### src/hdl/phist_pkg.sv
// Shared constants, types and helpers for the packet size histogram unit.
// No dependencies.
`timescale 1ns / 1ps

package phist_pkg;

	localparam int LOG_BINS    = 16;
	localparam int MAX_LEN     = 9180;
	localparam int COUNT_WIDTH = 32;

	localparam int LEN_DEPTH   = MAX_LEN + 1;
	localparam int LOG_W       = $clog2(LOG_BINS);
	localparam int ADDR_W      = $clog2(LEN_DEPTH);
	localparam int OPC_W       = 2;
	localparam int SIZE_W      = 16;
	localparam int IDX_W       = 14;
	localparam int OUT_W       = 32;
	localparam int QUEUE_DEPTH = 2;
	localparam int QPTR_W      = $clog2(QUEUE_DEPTH);
	localparam int QCNT_W      = $clog2(QUEUE_DEPTH + 1);

	// Opcodes on the input channel
	localparam logic [OPC_W-1:0] OPC_RECORD  = 2'd0;
	localparam logic [OPC_W-1:0] OPC_RD_LOG  = 2'd1;
	localparam logic [OPC_W-1:0] OPC_RD_LEN  = 2'd2;

	// Operations handed from the front to the back
	localparam logic [2:0] BOP_REC     = 3'd0;
	localparam logic [2:0] BOP_REC_LEN = 3'd1;
	localparam logic [2:0] BOP_RD_LOG  = 3'd2;
	localparam logic [2:0] BOP_RD_LEN  = 3'd3;
	localparam logic [2:0] BOP_ZERO    = 3'd4;

	typedef struct packed {
		logic [2:0]        op;
		logic [LOG_W-1:0]  bin;
		logic [ADDR_W-1:0] addr;
	} phist_entry_t;

	function automatic logic [COUNT_WIDTH-1:0] sat_inc(input logic [COUNT_WIDTH-1:0] v);
		return (v == {COUNT_WIDTH{1'b1}}) ? v : v + {{(COUNT_WIDTH-1){1'b0}}, 1'b1};
	endfunction

	function automatic logic [OUT_W-1:0] to_out(input logic [COUNT_WIDTH-1:0] v);
		logic [COUNT_WIDTH+OUT_W-1:0] w;
		w = {{OUT_W{1'b0}}, v};
		return w[OUT_W-1:0];
	endfunction

endpackage

### src/hdl/phist_front.sv
// Front end: accepts input beats, finds the log bin, clamps lengths and
// range-checks reads. Holds the exact-mode register. Depends on phist_pkg.
`timescale 1ns / 1ps

module phist_front import phist_pkg::*; (
	input  logic              clk,
	input  logic              arst_n,
	input  logic              cfg_we,
	input  logic              cfg_wdata,
	input  logic              in_valid,
	output logic              in_ready,
	input  logic [OPC_W-1:0]  opcode,
	input  logic [SIZE_W-1:0] pkt_len,
	input  logic [IDX_W-1:0]  bin_index,
	input  logic              clearing,
	input  logic              q_full,
	output logic              q_push,
	output phist_entry_t      q_data
);

	localparam int POS_W = $clog2(SIZE_W);

	logic              exact_q;
	logic [POS_W-1:0]  pos;
	logic [LOG_W-1:0]  rec_bin;
	logic [ADDR_W-1:0] rec_len;

	always_ff @(posedge clk or negedge arst_n) begin
		if (!arst_n)
			exact_q <= 1'b0;
		else if (cfg_we)
			exact_q <= cfg_wdata;
	end

	// Highest set bit; sizes 0 and 1 land in bin 0
	always_comb begin
		pos = '0;
		for (int i = 1; i < SIZE_W; i++) begin
			if (pkt_len[i])
				pos = POS_W'(i);
		end
	end

	assign rec_bin = (int'(pos) > LOG_BINS - 1) ? LOG_W'(LOG_BINS - 1) : LOG_W'(pos);
	assign rec_len = (pkt_len > SIZE_W'(MAX_LEN)) ? ADDR_W'(MAX_LEN)
	                                              : pkt_len[ADDR_W-1:0];

	assign in_ready = !q_full && !clearing;
	assign q_push   = in_valid && in_ready;

	always_comb begin
		q_data.op   = BOP_ZERO;
		q_data.bin  = '0;
		q_data.addr = '0;
		case (opcode)
			OPC_RECORD: begin
				q_data.op   = exact_q ? BOP_REC_LEN : BOP_REC;
				q_data.bin  = rec_bin;
				q_data.addr = rec_len;
			end
			OPC_RD_LOG: begin
				if (int'(bin_index) < LOG_BINS) begin
					q_data.op  = BOP_RD_LOG;
					q_data.bin = bin_index[LOG_W-1:0];
				end
			end
			OPC_RD_LEN: begin
				if (int'(bin_index) <= MAX_LEN) begin
					q_data.op   = BOP_RD_LEN;
					q_data.addr = bin_index[ADDR_W-1:0];
				end
			end
			default: begin
				// reserved opcode: zero result, no update
				q_data.op = BOP_ZERO;
			end
		endcase
	end

endmodule

### config.mk
export PLATFORM = sky130hd
export DESIGN_NAME = phist_front
export DESIGN_NICKNAME = d
export VERILOG_FILES = /design/src/hdl/phist_pkg.sv /design/src/hdl/phist_front.sv
export SDC_FILE = /design/constraint.sdc
export NUM_CORES = 1
export LEC_CHECK = 0
export BUFFER_PORTS_ARGS = -buffer_cell sky130_fd_sc_hd__buf_2
export CAP_MARGIN = 20
export CORE_MARGIN = 2
export CORE_UTILIZATION = 38
export CTS_BUF_LIST = sky130_fd_sc_hd__clkbuf_8
export CTS_CLUSTER_SIZE = 8
export DETAILED_ROUTE_END_ITERATION = 6
export GPL_TIMING_DRIVEN = 0
export PLACE_DENSITY = 0.82
export SYNTH_ARGS = -nofsm -noshare
export SYNTH_HDL_FRONTEND = slang
export SYNTH_SLANG_ARGS = --single-unit
### constraint.sdc
create_clock -name clk -period 2.4 [get_ports clk]
set_clock_uncertainty 0.1 [all_clocks]
set_input_delay 0.36 -clock clk [delete_from_list [all_inputs] [get_ports clk]]
set_output_delay 0.36 -clock clk [all_outputs]
set_load 0.01 [all_outputs]
==> results.md <==
Status:
- The run finished with clean final reports.

Worst setup path:
- The maximum net fanout on the critical path is 5.
- By startpoint and endpoint, the worst setup path is classified as in2out.
- The startpoint identified for the worst register-to-register timing path is exact_q.
- The depth of the worst register-to-register path is 1.
- The critical path endpoint category is an output port.
- The slowest stage of the critical path belongs to the cell sky130_fd_sc_hd__or4_1.
- The worst stage delay on the critical path is ~0.6 ns.
- The endpoint identified for the worst register-to-register timing path is exact_q.
- The critical path goes through buf_2 -> or4_1 -> nor4_4 -> a22oi_1 -> o21ai_0 -> buf_2.
- The cell occurring most often along the worst timing path is sky130_fd_sc_hd__buf_2.
- The required time of the worst setup path is slightly below 2 ns.
- Data arrives at the worst endpoint at 1.85 ns.
- The critical path contains buffers and inverters numbering 2 combined.
- The setup check on the worst reg-to-reg path leaves a slack of around 1.6 ns.
- On the critical path the largest part of the delay comes from simple AND/OR/NAND/NOR gates.
- The element type at the critical path start is a primary input.

Synthesis:
- The sequential element share of the synthesized area is 3.73%.
- The top flip-flop cell by instance count after synthesis is sky130_fd_sc_hd__dfrtp_1.
- Counting flops with a built-in enable in the synthesized netlist gives 0.
- The synthesized net count is roughly 140.
- The proportion of synthesized flip-flops having asynchronous set or reset is 100%.
- After synthesis the netlist holds a flip-flop and latch count of 1.
- Summed over its instances, the top area cell type makes up approximately a tenth of the synthesized netlist area.
- By count the netlist is led by sky130_fd_sc_hd__nor3_1 (11), sky130_fd_sc_hd__o31ai_1 (9), sky130_fd_sc_hd__nor2_1 (8), sky130_fd_sc_hd__a22o_1 (6).
- The cell area after technology mapping is between 600 and 700 um^2.
- The number of different library cells in the post-synthesis netlist is 35.
- The largest total area in the synthesized netlist belongs to sky130_fd_sc_hd__o31ai_1.
- By area the synthesized netlist is led by sky130_fd_sc_hd__o31ai_1 (10%), sky130_fd_sc_hd__nor3_1 (8.2%), sky130_fd_sc_hd__a22o_1 (7.8%), sky130_fd_sc_hd__o2bb2ai_1 (6.5%), sky130_fd_sc_hd__a21o_1 (4.5%).
- The synthesized netlist cell count is 99.
- By instance count, the leading cell after synthesis is sky130_fd_sc_hd__nor3_1.
- The mean cell area of the mapped netlist is a little under 7 um^2.
- The number of synthesis warnings is 0.

Finish:
- The fraction of the core area covered by cells at the end of the flow is around three fifths.
- The flip-flop count of the largest register after layout is 1.
- In the final layout, the registers with the most flip-flops are exact_q (1).
- The count of antenna diodes in the layout is 0.
- The fill cell total of the finished layout is approximately 170.
- Cells with a size suffix above 1 make up between 40% and 50% of the layout.
- The layout overhead on the synthesized area is 51.1%.
- In the final design database the tool counted between 200 and 250 nets.
- Ranked by flip-flop count, first place goes to exact_q.
- The final non-filler cell total is 178.

Pwr:
- After layout, the design draws a total of approximately 0.18 mW.
- The leakage power is 0.494 nW.
- The clock network is responsible for 0% of the overall power.
- For this design the total switching power over the nets is between 0.09 and 0.1 mW.
- In this run, the combinational gates consume 89.3% of the power.
- VDD sags by at most roughly 0.14 mV.
- Per report_power, the sequential group accounts for a little over a tenth of the total.
- Net switching is about half of the power.
- For this design the ratio of total power to cell area is 181 mW/mm^2.
- The internal power contribution is slightly above 0.09 mW.

CTS:
- Clock-pin slew was measured on the worst setup and hold paths at 0 ns.
- The later pin in the worst-skew pair is clocked with a latency of 0 ns.

STA:
- Measured against its own limit, the worst slew margin works out to between 60% and 70%.
- At the pin with the least slew margin, the transition time is approximately 0.58 ns.
- The max-slew violation total from the final report is 0.
- The total count of hold-check failures in the final report is 0.
- The total negative setup slack is 0 ns.
- Derived from the worst setup path, the maximum achievable clock frequency is 433 MHz.
- Of the available clock period, the critical path in the final layout requires 96.2%.
- Counting I/O delays and the setup requirement, the final critical path takes around 2.3 ns.
- Setup repair after global routing could not meet its margin everywhere.
- The number of setup violations in the final report is 0.

Place:
- Once placement completed, the tool counted placed cells totaling 177.
- The global placer's final weighted congestion is 0.880.
- The count of buffers added on input and output ports is 61.
- The final HPWL from detailed placement is just over 2000 um.

Drt:
- The average wire per cell in the routed design is 14.1 um.
- After detailed routing, the number of remaining DRC violations is 0.
- The detailed router placed roughly 1.1k vias in this run.
- The via density per instance is just over 6.
- The final routed wirelength across all metal layers is between 2000 and 3000 um.
- The count of nets left with antenna violations after detail routing is 0.
- The iteration count of the initial detailed-routing pass is 4.
- The detailed router finished its first iteration with 32 violations.

Floorplanning:
- The die covers between 0.002 and 0.0025 mm^2.
- The core region area is roughly 0.0017 mm^2.
- The horizontal die dimension is around 46 um.
- The initial cell density of the core is ~40%.
- In this run the core area contains 15 standard-cell rows.
- just over 60 I/O pins were placed.
- The floorplan step set the die height to about 46 um.

Worst hold path:
- The worst hold path belongs to the class in2async.

GRT:
- The number of antenna violations at the first check in global routing is 0.
- The aggregate global routing overflow is 0.
- The via count of the first global-routing pass is 885.
- Entering global routing, the biggest net connects 11 pins.
- The first global-routing pass estimated approximately 3700 um of wire.
- For this run, the total global-route usage over all layers was measured as ~22%.

Run:
- The reported max-cap violation count is 0.
==> layer usage <==
metal	wire [um]	vias to the layer above	GRT usage (%)
met5	0	-	0
li1	-	530	-
met4	0	0	2.86
met3	217	0	0.794
met1	1010	490	30.6
met2	1270	62	39.7
==> how the worst max path moves through the flow <==
| stage | startpoint | to | slack [ns] | cells after the start |
|---|---|---|---|---|
| finish | bin_index[6] | q_data[15] | 0.09 | 6 |
| global route | bin_index[6] | q_data[15] | -0.03 | 6 |
| CTS | bin_index[12] | q_data[7] | 0.03 | 7 |
| detailed placement | bin_index[12] | q_data[7] | 0.03 | 7 |
| global placement | bin_index[6] | q_data[15] | 0.03 | 6 |
| floorplan | bin_index[12] | q_data[11] | 0.36 | 5 |
==> power groups by stage <==
stage          combinational (mW)  sequential [mW]  clock [mW]
2_1_floorplan              0.0761           0.0195           0
3_3_place_gp                0.158           0.0196           0
3_5_place_dp                0.161           0.0197           0
4_1_cts                     0.161           0.0197           0
5_1_grt                     0.179           0.0199           0
6_report                    0.164           0.0198           0
==> cells in the final DEF, fill, tap and decap left out, types with 3 or more instances in the layout <==
master	count
sky130_fd_sc_hd__a211oi_1	3
sky130_fd_sc_hd__a21o_1	4
sky130_fd_sc_hd__a21oi_1	5
sky130_fd_sc_hd__a22o_1	6
sky130_fd_sc_hd__buf_2	61
sky130_fd_sc_hd__clkbuf_1	5
sky130_fd_sc_hd__inv_1	4
sky130_fd_sc_hd__nor2_1	8
sky130_fd_sc_hd__nor3_1	11
sky130_fd_sc_hd__nor4_1	3
sky130_fd_sc_hd__o21ai_0	4
sky130_fd_sc_hd__o2bb2ai_1	5
sky130_fd_sc_hd__o31ai_1	9
sky130_fd_sc_hd__or2_2	3
sky130_fd_sc_hd__or3_1	4
==> stage by stage <==
stage	cell area, um^2	hold slack (ns)	setup slack [ns]
floorplan	671	-0.0356	0.355
global placement	997	0.0354	0.0350
detailed placement	997	0.0398	0.0307
CTS	997	0.0398	0.0298
global route	1010	0.0407	-0.0280
finish	1010	0.0377	0.0915
==> kinds of logic (layout without fill, tap and decap cells) <==
logic type      Yosys count  count (layout)  synth area share [%]
compound gates           43              43                  47.4
buf+inv                  10              72                  6.72
flops                     1               1                  3.73
mux                       1               1                  1.68
simple gates             44              44                  40.5
==> layout make-up <==
class | instances | area (um^2) | share of cell area [%]
Sequential cell | 1 | 25.0 | 2.47
Tap cell | 17 | 21.3 | 2.10
Buffer | 6 | 30.0 | 2.96
Multi-Input combinational cell | 88 | 609 | 60.1
Timing Repair Buffer | 62 | 313 | 30.9
Inverter | 4 | 15.0 | 1.48
==> what timing repair did <==
item,in CTS,in global routing
resized for setup,0,1
buffers inserted,0,1
hold buffers,0,0
setup endpoints to repair,0,13
(Power assumes the default switching activity.)
