--- src/hdl/phist_pkg.sv ---
// Shared constants, types and helpers for the packet size histogram unit.
// No dependencies.
`timescale 1ns / 1ps

package phist_pkg;

	localparam int LOG_BINS    = 16;
	localparam int MAX_LEN     = 9180;
	localparam int COUNT_WIDTH = 32;

	localparam int LEN_DEPTH   = MAX_LEN + 1;
	localparam int LOG_W       = $clog2(LOG_BINS);
	localparam int ADDR_W      = $clog2(LEN_DEPTH);
	localparam int OPC_W       = 2;
	localparam int SIZE_W      = 16;
	localparam int IDX_W       = 14;
	localparam int OUT_W       = 32;
	localparam int QUEUE_DEPTH = 2;
	localparam int QPTR_W      = $clog2(QUEUE_DEPTH);
	localparam int QCNT_W      = $clog2(QUEUE_DEPTH + 1);

	// Opcodes on the input channel
	localparam logic [OPC_W-1:0] OPC_RECORD  = 2'd0;
	localparam logic [OPC_W-1:0] OPC_RD_LOG  = 2'd1;
	localparam logic [OPC_W-1:0] OPC_RD_LEN  = 2'd2;

	// Operations handed from the front to the back
	localparam logic [2:0] BOP_REC     = 3'd0;
	localparam logic [2:0] BOP_REC_LEN = 3'd1;
	localparam logic [2:0] BOP_RD_LOG  = 3'd2;
	localparam logic [2:0] BOP_RD_LEN  = 3'd3;
	localparam logic [2:0] BOP_ZERO    = 3'd4;

	typedef struct packed {
		logic [2:0]        op;
		logic [LOG_W-1:0]  bin;
		logic [ADDR_W-1:0] addr;
	} phist_entry_t;

	function automatic logic [COUNT_WIDTH-1:0] sat_inc(input logic [COUNT_WIDTH-1:0] v);
		return (v == {COUNT_WIDTH{1'b1}}) ? v : v + {{(COUNT_WIDTH-1){1'b0}}, 1'b1};
	endfunction

	function automatic logic [OUT_W-1:0] to_out(input logic [COUNT_WIDTH-1:0] v);
		logic [COUNT_WIDTH+OUT_W-1:0] w;
		w = {{OUT_W{1'b0}}, v};
		return w[OUT_W-1:0];
	endfunction

endpackage

--- src/hdl/phist_fifo.sv ---
// Short queue of classified operations between front and back.
// Depends on phist_pkg.
`timescale 1ns / 1ps

module phist_fifo import phist_pkg::*; (
	input  logic         clk,
	input  logic         arst_n,
	input  logic         push,
	input  phist_entry_t push_data,
	output logic         full,
	input  logic         pop,
	output logic         not_empty,
	output phist_entry_t pop_data
);

	phist_entry_t      slot_q [QUEUE_DEPTH];
	logic [QPTR_W-1:0] wr_ptr_q;
	logic [QPTR_W-1:0] rd_ptr_q;
	logic [QCNT_W-1:0] cnt_q;

	assign full      = (cnt_q == QCNT_W'(QUEUE_DEPTH));
	assign not_empty = (cnt_q != '0);
	assign pop_data  = slot_q[rd_ptr_q];

	always_ff @(posedge clk or negedge arst_n) begin
		if (!arst_n) begin
			wr_ptr_q <= '0;
			rd_ptr_q <= '0;
			cnt_q    <= '0;
		end else begin
			if (push)
				wr_ptr_q <= wr_ptr_q + QPTR_W'(1);
			if (pop)
				rd_ptr_q <= rd_ptr_q + QPTR_W'(1);
			if (push && !pop)
				cnt_q <= cnt_q + QCNT_W'(1);
			else if (pop && !push)
				cnt_q <= cnt_q - QCNT_W'(1);
		end
	end

	always_ff @(posedge clk) begin
		if (push)
			slot_q[wr_ptr_q] <= push_data;
	end

endmodule

--- config.mk ---
export PLATFORM = sky130hd
export DESIGN_NAME = phist_fifo
export DESIGN_NICKNAME = d
export VERILOG_FILES = /design/src/hdl/phist_pkg.sv /design/src/hdl/phist_fifo.sv
export SDC_FILE = /design/constraint.sdc
export NUM_CORES = 1
export LEC_CHECK = 0
export BUFFER_PORTS_ARGS = -buffer_cell sky130_fd_sc_hd__buf_2
export CORE_ASPECT_RATIO = 0.7
export CORE_MARGIN = 2
export CORE_UTILIZATION = 54
export DETAILED_ROUTE_END_ITERATION = 12
export PLACE_DENSITY_LB_ADDON = 0.25
export SLEW_MARGIN = 25
export SYNTH_ARGS = -nofsm -noshare
export SYNTH_HDL_FRONTEND = slang
export SYNTH_SLANG_ARGS = --single-unit
--- constraint.sdc ---
create_clock -name clk -period 3.3 [get_ports clk]
set_clock_uncertainty 0.15 [all_clocks]
set_input_delay 0.66 -clock clk [delete_from_list [all_inputs] [get_ports clk]]
set_output_delay 0.66 -clock clk [all_outputs]
set_load 0.02 [all_outputs]
==> impl_results.md, run 1 <==
- Post-Synth XOR/XNOR Area: 0.0256
- Gr usage total: 0.152
- Maximum number of pins on one net before global-route repair: 23
- Multiplexer area fraction after synthesis: 0.138
- HPWL Detailed: approximately 1700 um
- Critical path startpoint category: flip-flop
- DIE WIDTH: 71.2 um
- Clock Sink Count: 46
- Antenna cells: 0
- Critical path peak fanout: 22
- Deepest clock path buffer count: 2
- H-tree depth: 2
- Die footprint: between 0.003 and 0.004 mm^2
- DRC: 0
- TritonCTS Buffers: 5
- Post-Synth Adder-Cell Area: 0.00732
- Synth Warn #: 0
- Cell with the most instances after synthesis: edfxtp_1
- Slew Limit Fails: 0
- Max incr delay on CP: around 0.96 ns
- Total negative slack: 0 ns
- Critical Path RT: between 2 and 2.5 ns
- Outcome: finished, final reports clean
- Post-synthesis sequential area ratio: 0.796
- Area share of the largest cell type after synthesis: 0.738
- Cell chain of the critical path: mux2_2, buf_2
- Crit. End Element: primary output
- Clk_lat worst skew: between 0.2 and 0.3 ns
- Worst path slowest cell: dfrtp_1
- Area leader, netlist: edfxtp_1
- Minimum clock period: roughly 2.6 ns
- Number of max-cap violations: 0
- Setup Buffers After CTS: 0
- Most area-consuming cells after synthesis: edfxtp_1 74%, mux2_2 14%, dfrtp_1 5.9%
- Worst hold path class: input port to async pin
- Routed vias: roughly 870
- Worst-Margin Slew: between 0.9 and 1 ns
- Routed Antenna Nets: 0
- Clock root buffer: clkbuf_8
- Final hold violation count: 0
- Most used flip-flop cell after synthesis: edfxtp_1
- PD cells: 839 mW/mm^2
- Simple-gate area share of the yosys netlist: 0.0168
- PortBufs: 47
- First-pass GRT wire length: 3840 um
- Synth Net Count: roughly 110
- Fmax: around 380 MHz
- Number of hold buffers added after cts: 0
- Largest family of logic cells by synthesized area: multiplexers
- Routed WL per cell: 14.7 um
- CTS tree: built
- Cell area after synthesis: between 0.0015 and 0.002 mm^2
- Setup Viol. Count Final: 0
- Synth Register Bits: between 40 and 50
- Vias per cell: 4.98
- DP Area: just under 0.002 mm^2
- Period utilization: 0.802
- Initial antenna violation count: 0
- Nets: roughly 160
- Max VDD drop: between 0.4 and 0.5 mV
- Final wirelength: 2560 um
- Number of flops mapped to enable cells by yosys: between 40 and 50
- Clk slew on worst S/H paths: ~0.07 ns
- Post-CTS sizing: 0
- Critical path class: flip-flop to primary output
- Post-route cell area: between 0.002 and 0.0025 mm^2
- Rows: 17
- Setup slack, reg-to-reg: approximately 1.6 ns
- Synth Instances: slightly above 80
- Initial Util: 0.554
- Core ar.: between 0.003 and 0.004 mm^2
- Pleak: a little over 0.0008 uW
- Worst EP arrival: 1.84 ns
- CP top delay family: flip-flops
- DR pass1 iterations: 4
- Slew headroom: 0.379
- IO Count: 48
- Layout fillers: 213
- RSZ-0062 raised after global routing: no
- Final RePlAce weighted congestion: ~0.7
- Worst Path Buf+Inv: 1
- Compound-cell area share of the yosys netlist: 0
- Netlist cell types: 12
- Die Span Y: 51.1 um
- Register area: approximately 0.0014 mm^2
- Asr flop ratio synth: 0.0870
- Global route overflow: 0
- Area of the multi-input gates: 324 um^2
- Syn Area/Cell: 21.1 um^2
- Vias in the first global route: between 800 and 900
- Synth-to-Final Area Change: 21.2%
- Share of cells above drive strength 1: 0.581
- List of most frequent post-synthesis cells: 42 x edfxtp_1, 21 x mux2_2, 4 x dfrtp_1, 4 x xor2_1
- Starting DRT DRC Count: between 40 and 50
-- flip-flops by register name (all words and copies together) (netlist names) --
| name | count |
|---|---|
| cnt_q | 2 |
| wr_ptr_q | 1 |
| slot_q | 42 |
| rd_ptr_q | 1 |
-- area by class of cell --
| type | instances | area share |
|---|---|---|
| Clock inverter | 3 | 0.00785 |
| Clock buffer | 5 | 0.0332 |
| Inverter | 1 | 0.00181 |
| Tap cell | 38 | 0.0229 |
| Multi-Input combinational cell | 32 | 0.156 |
| Timing Repair Buffer | 49 | 0.121 |
| Sequential cell | 46 | 0.657 |
-- layer usage --
layer  up-vias  global-route usage  routed length [um]
met5         -                   0                   0
met2        29               0.227                1150
met1       412               0.193                1190
met3         8              0.0513                 160
li1        417                   -                   -
met4         0              0.0943                  63
-- worst paths after layout --
| check | start | endpoint | depth (start not counted) |
|---|---|---|---|
| worst min-delay path | arst_n | cnt_q[1] | 1 |
| worst max register to register | wr_ptr_q | slot_q[0][9] | 2 |
| max in group asynchronous | arst_n | rd_ptr_q | 1 |
| min in group clk | cnt_q[1] | cnt_q[1] | 1 |
| worst max-delay path | rd_ptr_q | pop_data[14] | 2 |
| worst min register to register | cnt_q[1] | cnt_q[1] | 1 |
-- layout by cell type (no fill, tap or decap) --
master	count
buf_2	47
and2_1	1
buf_4	2
dfrtp_1	4
inv_1	1
ha_1	1
clkbuf_8	5
or2_2	1
clkinvlp_4	1
nor2b_1	1
nor2b_2	1
nor2_1	1
edfxtp_1	42
clkinv_2	1
mux2_2	21
xnor2_1	1
xor2_1	4
clkinv_1	1
-- stage by stage --
| step | hold slack, ns | util | worst slack (ns) | total power (uW) | instances |
|---|---|---|---|---|---|
| 6_report | 0.0107 | 0.672 | 0.652 | 1740 | 174 |
| 5_1_grt | 0.00359 | 0.672 | 0.542 | 1820 | 174 |
| 4_1_cts | 0.00463 | 0.672 | 0.610 | 1760 | 174 |
| 3_5_place_dp | 0.320 | 0.644 | 0.949 | 1430 | 166 |
| 3_3_place_gp | 0.314 | 0.644 | 0.948 | 1420 | 166 |
| 2_1_floorplan | 0.214 | - | 1.11 | 1270 | 81 |
-- power by group --
part	switching (uW)	leakage, uW	internal [uW]
Sequential	91.6	0.000441	778
Clock	180	0.0000416	145
Combinational	299	0.000324	244
Total	571	0.000806	1170
-- cell families (layout without fill, tap and decap cells) --
family | Yosys count | in the layout
AND/OR/NAND/NOR | 5 | 5
flip-flops | 46 | 46
multiplexers | 21 | 21
buffers and inverters | 3 | 58
XOR/XNOR | 5 | 5
adder cells (fa/ha/maj) | 1 | 1
-- worst reg2reg max path, cell delays in order (launching register included) --
cell and delay (ns):
dfrtp_1 0.42, nor2b_2 0.49, buf_4 0.31
Power figures use the tool's default switching activity.
==> run 2: changes to the inputs <==
CORE_UTILIZATION = 45   (was 54)
clock period = 2.4 ns   (was 3.3 ns; I/O delays follow)
==> impl_results.md, run 2 (synthesis results as in run 1) <==
- Number of hold buffers added after cts: 1 (was 0)
- Deepest clock path buffer count: 2 (unchanged)
- RSZ-0062 raised after global routing: no (unchanged)
- R2R cell count: 2 (unchanged)
- Critical Path RT: 1.77 ns (was 2.49 ns)
- PortBufs: 47 (unchanged)
- Pint: 1670 uW (was 1170 uW)
- Comb power frac: 0.343 (was 0.312)
- Commonest non-fill, non-tap cell in the layout: buf_2 (unchanged)
- Slew headroom: 0.747 (was 0.379)
- DR pass1 iterations: 2 (was 4)
- Worst EP arrival: 1.58 ns (was 1.84 ns)
- Clk_lat worst skew: 0.29 ns (about the same)
- Worst hold path class: input port to flip-flop (was input port to async pin)
- DRC: 0 (unchanged)
- Setup Viol. Count Final: 0 (unchanged)
- Sw Ratio: 0.319 (was 0.329)
- DP Area: 0.00203 mm^2 (was 0.00199 mm^2)
- Crit. End Element: primary output (unchanged)
- Sw power: 785 uW (was 571 uW)
- Global route overflow: 0 (unchanged)
- Outcome: finished, final reports clean (unchanged)
- Post-route cell area: 0.00213 mm^2 (was 0.00207 mm^2)
- Starting DRT DRC Count: 41 (was 47)
- Die Span Y: 55.6 um (was 51.1 um)
- HPWL Detailed: 1860 um (was 1710 um)
- Die footprint: 0.00431 mm^2 (was 0.00364 mm^2)
- Share of cells above drive strength 1: 0.583 (was 0.581)
- H-tree depth: 2 (unchanged)
- Top reg by flops: slot_q (unchanged)
- Hold path cells: 1
- Routed Antenna Nets: 0 (unchanged)
- Vias per cell: 4.58 (was 4.98)
- Critical path peak fanout: 15 (was 22)
- Routed vias: 865 (was 866)
- Minimum clock period: 2.21 ns
- Max VDD drop: 0.631 mV (was 0.410 mV)
- Slew Limit Fails: 0 (unchanged)
- DIE WIDTH: 77.7 um (was 71.2 um)
- Worst-Margin Slew: 0.379 ns (was 0.931 ns)
- Clk slew on worst S/H paths: 0.08 ns (was 0.07 ns)
- Critical path startpoint category: flip-flop (unchanged)
- CTS tree: built (unchanged)
- Core ar.: 0.00358 mm^2 (was 0.00308 mm^2)
- Number of max-cap violations: 0 (unchanged)
- Pleak: 0.000831 uW (was 0.000806 uW)
- Fmax: ~450 MHz
- Critical path class: flip-flop to primary output (unchanged)
- Final wirelength: 2780 um (was 2560 um)
- Antenna cells: 0 (unchanged)
- Maximum number of pins on one net before global-route repair: 22 (was 23)
- Routed WL per cell: 14.7 um (about the same)
- PD cells: 1150 mW/mm^2 (was 839 mW/mm^2)
- Gr usage total: 0.137 (was 0.152)
- Final hold violation count: 0 (unchanged)
- Synth-to-Final Area Change: 24.7% (was 21.2%)
- First-pass GRT wire length: 4490 um (was 3840 um)
- Clock root buffer: clkbuf_8 (unchanged)
- Initial antenna violation count: 0 (unchanged)
- Biggest regs: slot_q (42), cnt_q (2) (unchanged)
- Share of power burned in registers: 0.469 (was 0.500)
- Post-CTS sizing: 0 (unchanged)
- Commonest non-fill, non-tap cells in the layout: 47 x buf_2, 42 x edfxtp_1, 21 x mux2_2, 6 x clkbuf_8 (was 47 x buf_2, 42 x edfxtp_1, 21 x mux2_2, 5 x clkbuf_8)
- Clock Sink Count: 46 (unchanged)
- Final RePlAce weighted congestion: 0.660 (was 0.687)
- Rows: 18 (was 17)
- Total negative slack: 0 ns (unchanged)
- Setup Buffers After CTS: 0 (unchanged)
- Max FFs per register: 42 (unchanged)
- Clock share of power: 0.188 (was 0.187)
- Initial Util: 0.477 (was 0.554)
- Vias in the first global route: 922 (was 831)
- TritonCTS Buffers: 5 (unchanged)
- IO Count: 48 (unchanged)
- Period utilization: 0.919
- Nets: 164 (was 161)
==> run 2: path summary, 6_finish.rpt <==
path,start,slack [ns],end
min in group asynchronous,arst_n,0.43,cnt_q[0]
hold / removal,push_data[12],0.23,slot_q[0][12]
max in group asynchronous,arst_n,1.55,rd_ptr_q
setup / recovery,rd_ptr_q,0.19,pop_data[2]
setup reg to reg,wr_ptr_q,1.08,slot_q[0][6]
hold reg to reg,cnt_q[1],0.34,cnt_q[1]
==> run 2: power by group through the flow <==
stage / clock (uW) / combinational [uW] / sequential (uW)
3_3_place_gp: 0 / 848 / 1160
6_report: 463 / 843 / 1150
3_5_place_dp: 0 / 852 / 1170
2_1_floorplan: 0 / 604 / 1140
4_1_cts: 475 / 857 / 1160
5_1_grt: 504 / 905 / 1180
==> run 2: per-stage QoR <==
step | std cells | hold slack [ns] | utilization | setup slack [ns] | total power (uW)
after floorplan | 81 | 0.0344 | - | 0.391 | 1740
after global placement | 180 | 0.138 | 0.567 | 0.513 | 2010
after detailed placement | 180 | 0.141 | 0.567 | 0.499 | 2020
after CTS | 189 | 0.219 | 0.595 | 0.174 | 2490
after global routing | 189 | 0.214 | 0.595 | 0.111 | 2580
final | 189 | 0.225 | 0.595 | 0.195 | 2460
==> run 2: layout make-up <==
class / count / area (um^2)
Clock buffer: 7 / 86.3
Clock inverter: 1 / 5.00
Fill cell: 278 / 1450
Inverter: 1 / 3.75
Multi-Input combinational cell: 32 / 324
Sequential cell: 46 / 1360
Tap cell: 50 / 62.6
Timing Repair Buffer: 52 / 288
==> run 2: metal layers <==
layer  vias up  part of all wire  GRT usage
met2        30              0.48      0.217
met5         -                 0          0
li1        419                 -          -
met1       412              0.45      0.173
met4         0            0.0086     0.0459
met3         4             0.065     0.0556
==> run 2: worst max-delay path: stages, from the launching register on <==
cell	delay, ns
dfrtp_1	0.58
buf_12	0.20
mux2_2	0.34
buf_2	0.16
